$ cat src/rtl/ctw_pkg.sv
// shared constants, types and helpers for the text console writer
// depends on nothing; imported by every module of the block
package ctw_pkg;

    localparam int COLUMNS = 80;
    localparam int ROWS    = 23;
    localparam int CELLS   = ROWS * COLUMNS;
    localparam int COL_W   = $clog2(COLUMNS);
    localparam int ROW_W   = $clog2(ROWS);
    localparam int ADDR_W  = $clog2(CELLS);

    localparam logic [COL_W-1:0] COL_LAST = COL_W'(COLUMNS - 1);
    localparam logic [ROW_W-1:0] ROW_LAST = ROW_W'(ROWS - 1);

    localparam logic [7:0] CH_NUL   = 8'h00;
    localparam logic [7:0] CH_LF    = 8'h0A;
    localparam logic [7:0] CH_CR    = 8'h0D;
    localparam logic [7:0] CH_BLANK = 8'h20;

    typedef enum logic [1:0] {
        ACT_PUT   = 2'd0,
        ACT_READ  = 2'd1,
        ACT_CLEAR = 2'd2,
        ACT_NONE  = 2'd3
    } action_t;

    // commands from the sequencer to the line map
    typedef struct packed {
        logic             clear;
        logic             scroll;
        logic             mark;
        logic [ROW_W-1:0] mark_row;
    } map_cmd_t;

    // physical line numbers and line valid flags back to the sequencer
    typedef struct packed {
        logic [ROW_W-1:0] cur_phys;
        logic             cur_valid;
        logic [ROW_W-1:0] rd_phys;
        logic             rd_valid;
    } map_stat_t;

    function automatic logic [ADDR_W-1:0] cell_addr(input logic [ROW_W-1:0] row,
                                                    input logic [COL_W-1:0] col);
        cell_addr = ADDR_W'(row) * ADDR_W'(COLUMNS) + ADDR_W'(col);
    endfunction

endpackage

$ cat src/rtl/ctw_line_map.sv
// line map: rotating top-line pointer and one valid flag per physical line
// depends on ctw_pkg
module ctw_line_map (
    input  logic                     clk,
    input  logic                     rst_n,
    input  ctw_pkg::map_cmd_t        cmd,
    input  logic [ctw_pkg::ROW_W-1:0] cur_row,
    input  logic [ctw_pkg::ROW_W-1:0] rd_row,
    output ctw_pkg::map_stat_t       stat
);
    import ctw_pkg::*;

    logic [ROW_W-1:0] top_reg;
    logic [ROW_W-1:0] top_next;
    logic [ROWS-1:0]  row_valid_reg;
    logic [ROWS-1:0]  row_valid_next;

    function automatic logic [ROW_W-1:0] to_phys(input logic [ROW_W-1:0] lrow,
                                                 input logic [ROW_W-1:0] top);
        logic [ROW_W:0] sum;
        sum = {1'b0, lrow} + {1'b0, top};
        if (sum >= (ROW_W+1)'(ROWS))
        begin
            sum = sum - (ROW_W+1)'(ROWS);
        end
        to_phys = sum[ROW_W-1:0];
    endfunction

    always_comb
    begin
        stat.cur_phys  = to_phys(cur_row, top_reg);
        stat.rd_phys   = to_phys(rd_row, top_reg);
        stat.cur_valid = (int'(stat.cur_phys) < ROWS) ? row_valid_reg[stat.cur_phys] : 1'b0;
        stat.rd_valid  = (int'(stat.rd_phys) < ROWS) ? row_valid_reg[stat.rd_phys] : 1'b0;
    end

    always_comb
    begin
        top_next       = top_reg;
        row_valid_next = row_valid_reg;
        if (cmd.clear)
        begin
            top_next       = '0;
            row_valid_next = '0;
        end
        else
        begin
            // the old top line comes back as the blank bottom line
            if (cmd.scroll)
            begin
                row_valid_next[top_reg] = 1'b0;
                top_next = (top_reg == ROW_LAST) ? '0 : top_reg + 1'b1;
            end
            if (cmd.mark)
            begin
                row_valid_next[cmd.mark_row] = 1'b1;
            end
        end
    end

    always_ff @(posedge clk or negedge rst_n)
    begin
        if (!rst_n)
        begin
            top_reg       <= '0;
            row_valid_reg <= '0;
        end
        else
        begin
            top_reg       <= top_next;
            row_valid_reg <= row_valid_next;
        end
    end

endmodule

$ cat config.mk
export PLATFORM = sky130hd
export DESIGN_NAME = ctw_line_map
export DESIGN_NICKNAME = d
export VERILOG_FILES = /design/src/rtl/ctw_pkg.sv /design/src/rtl/ctw_line_map.sv
export SDC_FILE = /design/constraint.sdc
export NUM_CORES = 1
export LEC_CHECK = 0
export ABC_AREA = 1
export BUFFER_PORTS_ARGS = -buffer_cell sky130_fd_sc_hd__buf_4
export CORE_AREA = 2 2 94 96
export CTS_CLUSTER_SIZE = 8
export DETAILED_ROUTE_END_ITERATION = 8
export DIE_AREA = 0 0 96 98
export HOLD_SLACK_MARGIN = 0.12
export PLACE_DENSITY = 0.56
export SETUP_SLACK_MARGIN = 0.05
export SLEW_MARGIN = 20
export SYNTH_ARGS = -nofsm -noshare
export SYNTH_HDL_FRONTEND = slang
export SYNTH_SLANG_ARGS = --single-unit
$ cat constraint.sdc
create_clock -name clk -period 7.01 [get_ports clk]
set_input_delay 0 -clock clk [delete_from_list [all_inputs] [get_ports clk]]
set_output_delay 0 -clock clk [all_outputs]
set_load 0.01 [all_outputs]
### Word level (Yosys, flattened, before mapping)

Cells that the tools add are included.

| operators by class | value |
|---|---|
| muxes and demuxes | 19 |
| eq/ne operators | 1 |
| bitwise gates (word level) | 3 |
| $add $sub $neg | 5 |
| reduce and logical (&&, ||, !) cells | 3 |
| $lt $le $gt $ge | 10 |

Operator list:

| cell | number |
|---|---|
| 23-bit two-way mux | 4 |
| 5-bit two-way mux | 5 |
| 5-bit by 6-bit less-than comparator with 1-bit output (second input constant) | 4 |
| 23-bit bitwise AND | 1 |
| 23-bit inverter | 1 |
| 23-bit bitwise OR | 1 |
| 5-bit by 5-bit adder with 6-bit output | 2 |
| 6-bit by 5-bit >= comparator with 1-bit output (second input constant) | 2 |
| 1-bit binary-select mux with 5-bit select | 2 |
| 1-bit demux with 5-bit select | 2 |
| 5-bit by 1-bit >= comparator with 1-bit output (second input constant) | 2 |
| 5-bit less-than comparator (second input constant) | 2 |
| 5-bit subtractor (second input constant) | 2 |
| 1-bit two-way mux | 6 |
| 5-bit by 1-bit adder with 5-bit output (second input constant) | 1 |
| 5-bit equality test (second input constant) | 1 |
| 1-bit logical AND | 2 |
| 2-bit nonzero test | 1 |

| storage, ports and cells | value |
|---|---|
| logic and storage cells | 43 |
| flip-flop bits (word level) | 28 |
| bits of input ports | 20 |
| output and inout port bits | 12 |

### Depth between registers and ports, before layout

Gate-level depths: netlist of run 1.

| depth | value |
|---|---|
| depth in word-level cells | 11 |
| mapped depth | 19 |
| gate-level depth less buffers | 18 |

### Worst setup path before layout of run 1

No wires, ideal clock.

| path | value |
|---|---|
| kind | reg2out |
| from | reg top_reg[0] |
| to | out stat[0] in the netlist's numbering |
| data required time | 7010 ps |
| setup slack | 4401 ps |
| data arrival time | 2609 ps |
| buffers on the path | 1 |
| cell stages (with the launch flop) | 20 |
| cells stage by stage | dfrtp_1 -> ha_1 -> inv_1 -> fa_1 -> inv_1 -> ha_1 -> nand2_2 -> nand3_2 -> nand2_4 -> nand2_8 -> nand2_4 -> nand2_2 -> buf_6 -> nand2_1 -> nand3_1 -> nand2_1 -> nand2_1 -> nand3_1 -> nand2_1 -> nor2_1 |

RTL lines:

| item | RTL line | source |
|---|---|---|
| start: declaration | ctw_line_map.sv:13 | `logic [ROW_W-1:0] top_reg;` |
| start signal: assignment | ctw_line_map.sv:70 | `top_reg <= top_next;` |
| end: declaration | ctw_line_map.sv:9 | `output ctw_pkg::map_stat_t stat` |

==> results of run 1 <==
[worst max path at each step]
| stage | from | endpoint | cells after the start |
|---|---|---|---|
| after global placement | top_reg[1] | stat[0] | 18 |
| after global routing | top_reg[0] | stat[0] | 17 |
| after CTS | top_reg[0] | stat[0] | 17 |
| after floorplan | top_reg[0] | stat[0] | 19 |
| after detailed placement | top_reg[0] | stat[0] | 17 |
| final | top_reg[0] | stat[0] | 17 |
[report_power, final]
part	switching (µW)	internal, µW
clock	50.9	76.5
sequential	5.64	165
combinational	174	114
[critical path, cell delays in order (launching register included)]
cell and delay (ps):
dfrtp_1 460, ha_1 220, inv_1 70, fa_1 550, inv_1 100, ha_1 240
nand2_2 80, nand3_2 100, nand2_4 120, nand3_1 170, nand2_2 200, nand2_1 70
nand3_1 80, nand3_1 70, nand3_1 90, nand2_1 50, nor2_1 90, buf_4 120
[logic make-up after synthesis]
| kind of cell | after synthesis | share of synthesized area |
|---|---|---|
| simple gates | 217 | 0.3898 |
| compound gates | 68 | 0.1394 |
| buf+inv | 59 | 0.08764 |
| flops | 28 | 0.2682 |
| fa+ha+maj | 18 | 0.09195 |
| xor+xnor | 6 | 0.02299 |
[timing repair]
item	CTS	global route
setup buffers	0	0
hold buffers	14	0
hold endpoints to repair	53	0
resized for setup	0	0
[final cells by class]
| type | count | area, µm² |
|---|---|---|
| Tap cell | 108 | 135.1 |
| Inverter | 54 | 202.7 |
| Timing Repair Buffer | 45 | 372.9 |
| Clock inverter | 1 | 30.03 |
| Clock buffer | 3 | 41.29 |
| Multi-Input combinational cell | 309 | 1683 |
| Fill cell | 915 | 5300 |
| Sequential cell | 28 | 700.7 |
[per-stage QoR]
step	area [µm²]	utilization
5_1_grt	3166	0.3739
6_report	3166	0.3739
2_1_floorplan	2613	-
4_1_cts	3166	0.3739
3_5_place_dp	2954	0.3490
3_3_place_gp	2954	0.3490
[routing by layer]
| metal | up-vias | GRT usage | wire, µm |
|---|---|---|---|
| met5 | - | 0 | 0 |
| met4 | 0 | 0.03736 | 84 |
| met3 | 8 | 0.01080 | 281 |
| met2 | 64 | 0.2746 | 3542 |
| met1 | 1276 | 0.2407 | 3470 |
| li1 | 1402 | - | - |
[placed cells by master, fill, tap and decap left out, types with 5 or more instances in the layout]
cell / instances
a21oi_1: 30
buf_4: 31
dfrtp_1: 28
dlygate4sd3_1: 14
ha_1: 16
inv_1: 54
nand2_1: 99
nand2_2: 8
nand3_1: 71
nor2_1: 11
nor3_1: 12
o21ai_0: 28
o21ai_1: 5
==> impl_metrics.yaml, run 1 <==
timing:
  fin_skew_ps: 2.633
  hold_slack_ps: 166.4
  fin_ws_ps: 3835
  fin_crit_sh: 0.4529
  hold_viol: 0
  rsz0062_at_grt: "false"
  fmax_mhz: 315.0
  setup_tns_ps: 0
  maxSlewHeadroom: 0.4807
  period_needed_ps: 3175
  slew_violations: 0
  setup-violations-final: 0
  worst_pin_slew_ps: 773.1
floorplanning:
  die-height_um: 98
  coreArea_um2: 8466
  fp.dieW_um: 96
  dieArea_um2: 9408
  rows: 34
  start_util: 0.3086
  io_pins: 32
grt:
  grt_max_degree: 29
  antenna_found_initial: 0
  grt_pass1_wl_mm: 12.72
  grt.overflow.total: 0
  grt_pass1_vias: 2711
  track_usage: 0.1677
detailed_routing:
  ant_nets: 0
  vias: 2750
  drc: 0
  avgViaCountPerCell: 5.018
  dr.first_iter.drc_count: 177
  wl_mm: 7.377
  post_drt_wl_per_cell_um: 13.46
  drt_first_pass_iters: 5
place:
  dp_slack_ps: 4121
  gp_congestion: 0.8270
  dpl.cell_count: 530
  hpwl_mm: 5.889
  portBuffers: 31
logic_synthesis:
  yosysTopAreaCell: "dfrtp_1"
  netlist-cell-type-count: 30
  ys_warn_count: 0
  syn_area_um2: 2613
  synth.most_common_cell: "nand2_1"
  synth_flop_cell: "dfrtp_1"
  async_flop_share: 1.000
  synth_edf_count: 0
  syn_nets: 434
  synth_common_cells: "nand2_1 (99), nand3_1 (71), inv_1 (54)"
  seq_area_frac_synth: 0.2682
  synth_top_area_frac: 0.2682
  synth.area.top_cells: "dfrtp_1 (27%), nand2_1 (14%), nand3_1 (14%), inv_1 (7.8%), ha_1 (7.7%)"
  syn_avg_cell_area_um2: 6.597
  ys_seq_elements: 28
  synthCells: 396
clocking:
  cts-root-buf: "clkbuf_8"
  clk_latency_ps: 280
  cts_buffers: 3
  clock-sinks: 28
  cts_tree: "yes"
  clk_pin_slew_ps: 100
  ctsHtreeMaxLevel: 1
  cts_buffer_depth: 2
pwr:
  power_uw: 585.1
  p_leak_uw: 0.001491
  pwr_density_cell_nw_per_um2: 184.8
  ir_drop_v: 0.0001351
final_layout:
  largest_reg_flops: 23
  fin_nets: 479
  num_antenna_cells: 0
  finalNonFillerCells: 548
  area_growth_pct: 21.17
  drive_gt1_frac: 0.1295
critical_path:
  worst_ep_required_time_ps: 7010
  reg2regPathDepth: 6
  worstReg2RegEnd: "row_valid_reg[8]"
  r2r_start: "top_reg[1]"
  start_kind: "register"
  path_class: "reg -> out"
  reg2reg_slack_ps: 4970
  crit_path_end_kind: "output pin"
  crit_arrival_ps: 3170
  worstPathMaxFanout: 8
hold_path:
  hold_class: "in -> async"
status:
  status: "finished clean"
job:
  maxCapViolCount: 0
Note: power is estimated with default switching activity, not from simulation.
==> inputs of run 2 (changes only) <==
==> constraint.sdc (replaced) <==
create_clock -name clk -period 3.1 [get_ports clk]
set_input_delay 0 -clock clk [delete_from_list [all_inputs] [get_ports clk]]
set_output_delay 0 -clock clk [all_outputs]
set_load 0.01 [all_outputs]
==> impl_metrics.yaml, run 2 (synthesized netlist as in run 1, its figures left out) <==
status:
  status: "finished clean"
grt:
  grt_max_degree: 29
  grt_pass1_wl_mm: 12.74
  grt_pass1_vias: 2792
  grt.overflow.total: 0
  antenna_found_initial: 0
  track_usage: 0.1681
floorplanning:
  start_util: 0.3086
  rows: 34
  fp.dieW_um: 96
  die-height_um: 98
  dieArea_um2: 9408
  io_pins: 32
  coreArea_um2: 8466
critical_path:
  crit_family: "adder cells"
  crit_slowest_cell: "fa_2"
  start_kind: "register"
  path_cells: "ha_2 -> fa_2 -> ha_2 -> nand3_1 -> nand3_2 -> nand2_4 -> nand2_8 -> nand2_1 -> o21ai_1 -> buf_4 -> nand3_1 -> nand3_1 -> nand3_1 -> nand3_1 -> nand2_1 -> buf_4"
  path_class: "reg -> out"
  worst_ep_required_time_ps: 3100
  worstPathMaxFanout: 8
  crit_path_end_kind: "output pin"
  critPathMaxStageDelay_ps: 540
  path_buf_inv: 2
  reg2reg_slack_ps: 1080
  crit_arrival_ps: 2890
  cp_common_cell: "nand3_1"
final_layout:
  area_growth_pct: 30.22
  largest_reg_flops: 23
  finalNonFillerCells: 560
  num_antenna_cells: 0
  final_cell_mix: "nand2_1 (97), nand3_1 (66), inv_1 (52), buf_4 (41), a21oi_1 (30)"
  fin_nets: 491
  nFillCells: 900
  final_common_cell: "nand2_1"
  drive_gt1_frac: 0.1903
  seq_area_um2: 703.2
  multi_input_area_um2: 1832
clocking:
  ctsHtreeMaxLevel: 1
  cts-root-buf: "clkbuf_8"
  clk_latency_ps: 270
  cts_buffers: 3
  clk_pin_slew_ps: 100
  cts_tree: "yes"
  cts_buffer_depth: 2
  clock-sinks: 28
place:
  hpwl_mm: 5.934
  dpl.cell_count: 533
  gp_congestion: 0.8585
  portBuffers: 31
timing:
  fmax_mhz: 345.7
  period_needed_ps: 2892
  setup-violations-final: 0
  fin_skew_ps: 4.186
  maxSlewHeadroom: 0.4688
  worst_pin_slew_ps: 790.7
  slew_violations: 0
  rsz0062_at_grt: "true"
  setup_tns_ps: 0
  hold_viol: 0
  fin_crit_sh: 0.9331
detailed_routing:
  wl_mm: 7.781
  drc: 0
  vias: 2847
  avgViaCountPerCell: 5.084
  drt_first_pass_iters: 5
  dr.first_iter.drc_count: 135
  post_drt_wl_per_cell_um: 13.89
  ant_nets: 0
pwr:
  ir_drop_v: 0.0002344
  pwr_density_cell_nw_per_um2: 419.5
  p_leak_uw: 0.001588
  power_uw: 1427
hold_path:
  hold_class: "in -> async"
job:
  maxCapViolCount: 0
-- run 2: area by class of cell --
cell class                 count  share of cell area
clock inverter                 1            0.008827
timing repair buffer          56              0.1346
multi-input combinational    310              0.5384
tap                          108             0.03972
sequential                    28              0.2067
inverter                      54             0.05958
clock buffer                   3             0.01214
-- run 2: report_power, final --
group	internal (µW)	total [µW]	leakage, µW	switching [µW]
clock network	173	288	0.0000357	115
logic	315	757	0.00117	441
registers	373	382	0.000385	9.54
total	861	1430	0.00159	566
-- run 2: worst register-to-register path: cells and delay by family, from the launching register on --
family / cells / cell delay (ps)
DFF: 1 / 440
buffers and inverters: 3 / 820
AOI/OAI and AO/OA: 2 / 310
adders and majority gates: 1 / 160
and+or+nand+nor: 1 / 180
-- run 2: what timing repair did --
item                       4_1_cts  5_1_grt
resized for setup                8       23
hold endpoints to repair        52        0
pin swaps                        3       10
setup endpoints to repair        2        2
cloned                           0        1
hold buffers                    15        0
buffers inserted                 3        4
-- run 2: worst paths after layout --
kind                                endpoint  cells past startpoint         startpoint
min reg2reg                row_valid_reg[20]                      2  row_valid_reg[20]
min in group clk           row_valid_reg[11]                      5             cmd[5]
min                         row_valid_reg[3]                      2              rst_n
max in group asynchronous         top_reg[0]                      2              rst_n
max reg2reg                 row_valid_reg[0]                      7         top_reg[0]
max                                  stat[6]                     16         top_reg[0]
-- run 2: routing by layer --
layer | GRT usage | routed length [µm] | up-vias
met3 | 0.009259 | 307 | 4
met5 | 0 | 0 | -
li1 | - | - | 1427
met1 | 0.2243 | 3638 | 1343
met2 | 0.2959 | 3753 | 73
met4 | 0.03626 | 82 | 0
-- run 2: per-stage QoR --
step	util	area [µm²]	hold slack [ps]	setup slack (ps)
final	0.4019	3402	168.8	207.5
after global routing	0.4019	3402	207.9	34.34
after CTS	0.3843	3253	182.0	51.29
after global placement	0.3516	2977	-54.79	255.3
after floorplan	-	2613	-295.6	491.1
after detailed placement	0.3516	2977	-54.15	237.2
==> inputs of run 3 (changes only) <==
--- a/config.mk
+++ b/config.mk
@@ -7,12 +7,14 @@
 export LEC_CHECK = 0
 export ABC_AREA = 1
 export BUFFER_PORTS_ARGS = -buffer_cell sky130_fd_sc_hd__buf_4
-export CORE_AREA = 2 2 94 96
+export CORE_AREA = 2 2 131 69
+export CTS_BUF_LIST = sky130_fd_sc_hd__clkbuf_4
+export CTS_CLUSTER_DIAMETER = 120
 export CTS_CLUSTER_SIZE = 8
 export DETAILED_ROUTE_END_ITERATION = 8
-export DIE_AREA = 0 0 96 98
+export DIE_AREA = 0 0 133 71
 export HOLD_SLACK_MARGIN = 0.12
-export PLACE_DENSITY = 0.56
+export PLACE_DENSITY = 0.57
 export SETUP_SLACK_MARGIN = 0.05
 export SLEW_MARGIN = 20
 export SYNTH_ARGS = -nofsm -noshare
==> impl_metrics.yaml, run 3 (synthesized netlist as in run 1, its figures left out) <==
status:
  status: "finished clean"
clocking:
  ctsHtreeMaxLevel: 1
  cts-root-buf: "clkbuf_4"
  cts_buffers: 3
  cts_buffer_depth: 2
  clk_pin_slew_ps: 160
  clk_latency_ps: 340
  cts_tree: "yes"
  clock-sinks: 28
timing:
  hold_slack_ps: 163.3
  fin_crit_sh: 0.9882
  hold_viol: 0
  fin_skew_ps: 11.33
  maxSlewHeadroom: 0.3975
  period_needed_ps: 3063
  fin_ws_ps: 36.53
  slew_violations: 0
  worst_pin_slew_ps: 896.8
  fmax_mhz: 326.4
  setup-violations-final: 0
  rsz0062_at_grt: "true"
final_layout:
  fin_util: 0.4340
  final_common_cell: "nand2_1"
  area_growth_pct: 39.18
  fin_nets: 500
  num_antenna_cells: 0
  largest_reg_flops: 23
  final_cell_mix: "nand2_1 (95), nand3_1 (57), inv_1 (51), buf_4 (49), a21oi_1 (29)"
  drive_gt1_frac: 0.2430
critical_path:
  path_buf_inv: 2
  worstSetupStartpoint: "top_reg[0]"
  path_cells: "buf_4 -> ha_4 -> fa_2 -> ha_4 -> nand3_2 -> nand3_2 -> nand2_4 -> nand2_8 -> nand2_8 -> nand2_8 -> or2_2 -> nand3_2 -> nand3_2 -> nand4_1 -> nand2_1 -> buf_4"
  crit_arrival_ps: 3060
  path_class: "reg -> out"
  worstPathMaxFanout: 10
  cp_common_cell: "nand3_2"
  path_depth: 16
  crit_slowest_cell: "dfrtp_2"
  worstReg2RegEnd: "row_valid_reg[19]"
  reg2reg_slack_ps: 1200
  start_kind: "register"
  crit_end: "stat[6]"
  r2r_start: "top_reg[4]"
  critPathMaxStageDelay_ps: 480
  reg2regPathDepth: 6
  worst_ep_required_time_ps: 3100
  crit_family: "simple AND/OR/NAND/NOR gates"
  crit_path_end_kind: "output pin"
detailed_routing:
  drc: 0
  vias: 2934
  avgViaCountPerCell: 5.076
  dr.first_iter.drc_count: 246
  ant_nets: 0
  drt_first_pass_iters: 4
  post_drt_wl_per_cell_um: 15.34
  wl_mm: 8.866
place:
  portBuffers: 31
  hpwl_mm: 6.493
  gp_congestion: 0.8450
  dp_slack_ps: 161.1
pwr:
  p_leak_uw: 0.001656
  sw_frac_of_total: 0.4185
  ir_drop_v: 0.0002272
  power_uw: 1524
  switchingPower_uw: 637.6
  seqPwrFrac: 0.252
  power.share.clock: 0.160
  pwr_density_cell_nw_per_um2: 419.0
  p_int_uw: 885.9
  power_frac_comb: 0.588
job:
  maxCapViolCount: 0
floorplanning:
  die-height_um: 71
  fp.dieW_um: 133
  coreArea_um2: 8378
  dieArea_um2: 9443
  start_util: 0.3118
  io_pins: 32
  rows: 24
grt:
  grt_pass1_wl_mm: 13.93
  antenna_found_initial: 0
  grt.overflow.total: 0
  grt_max_degree: 29
  grt_pass1_vias: 2662
  track_usage: 0.1851
hold_path:
  hold_class: "in -> reg"
==> run 3: cell types whose count changed in the layout (fill, tap and decap cells not counted), moves of 2 or more <==
cell      delta
buf_4        +8
clkbuf_4     +3
clkbuf_8     -3
ha_2         -3
ha_4         +3
inv_4        +2
nand2_1      -2
nand2_8      +4
nand3_1      -9
nand3_2      +9
or2_4        +2
==> run 3: through the flow <==
step	setup TNS [ps]	area, µm²	instances
2_1_floorplan	0	2613	396
3_3_place_gp	0	2980	541
3_5_place_dp	0	2980	541
4_1_cts	0	3388	567
5_1_grt	-241.5	3636	578
6_report	0	3636	578
==> run 3: final cells by class <==
cell class	instances	area [µm²]
timing repair buffer	65	538.0
sequential	28	703.2
clock inverter	1	30.03
tap	117	146.4
inverter	54	207.7
clock buffer	3	22.52
fill	856	4742
multi-input combinational	310	1988
==> run 3: layer usage <==
metal  vias to the layer above  GRT usage  wire, µm
met1                      1358     0.3063      4602
met4                         0    0.01912        21
li1                       1456          -         -
met5                         -          0         0
met2                       116     0.2533      3496
met3                         4    0.02867       746
==> run 3: how the worst min path moves through the flow <==
stage	start	slack, ps	depth (start not counted)	end
6_report	cmd[5]	160	5	row_valid_reg[11]
5_1_grt	cmd[5]	170	5	row_valid_reg[7]
4_1_cts	cmd[5]	140	5	row_valid_reg[7]
3_5_place_dp	rst_n	-60	1	row_valid_reg[11]
3_3_place_gp	rst_n	-60	1	row_valid_reg[0]
2_1_floorplan	rst_n	-300	0	row_valid_reg[0]
==> run 3: worst register-to-register path, stage by stage, from the launching register on <==
cell and delay (ps):
dfrtp_1 570, inv_1 70, nor2_1 200, nand2_1 150, o21ai_0 190, a21oi_1 90
dlygate4sd3_1 560
==> run 3: timing repair <==
item | 4_1_cts | 5_1_grt
pin swaps | 15 | 17
endpoints found under the hold margin | 54 | 0
gates resized for setup | 32 | 31
gates cloned | 1 | 0
hold buffers | 16 | 0
setup endpoints to repair | 2 | 2
buffers inserted | 5 | 11
==> run 3: power groups by stage <==
stage	sequential [µW]	combinational (µW)	clock, µW
3_5_place_dp	392	649	0
3_3_place_gp	391	645	0
6_report	384	895	244
5_1_grt	385	984	262
2_1_floorplan	386	452	0
4_1_cts	386	746	249
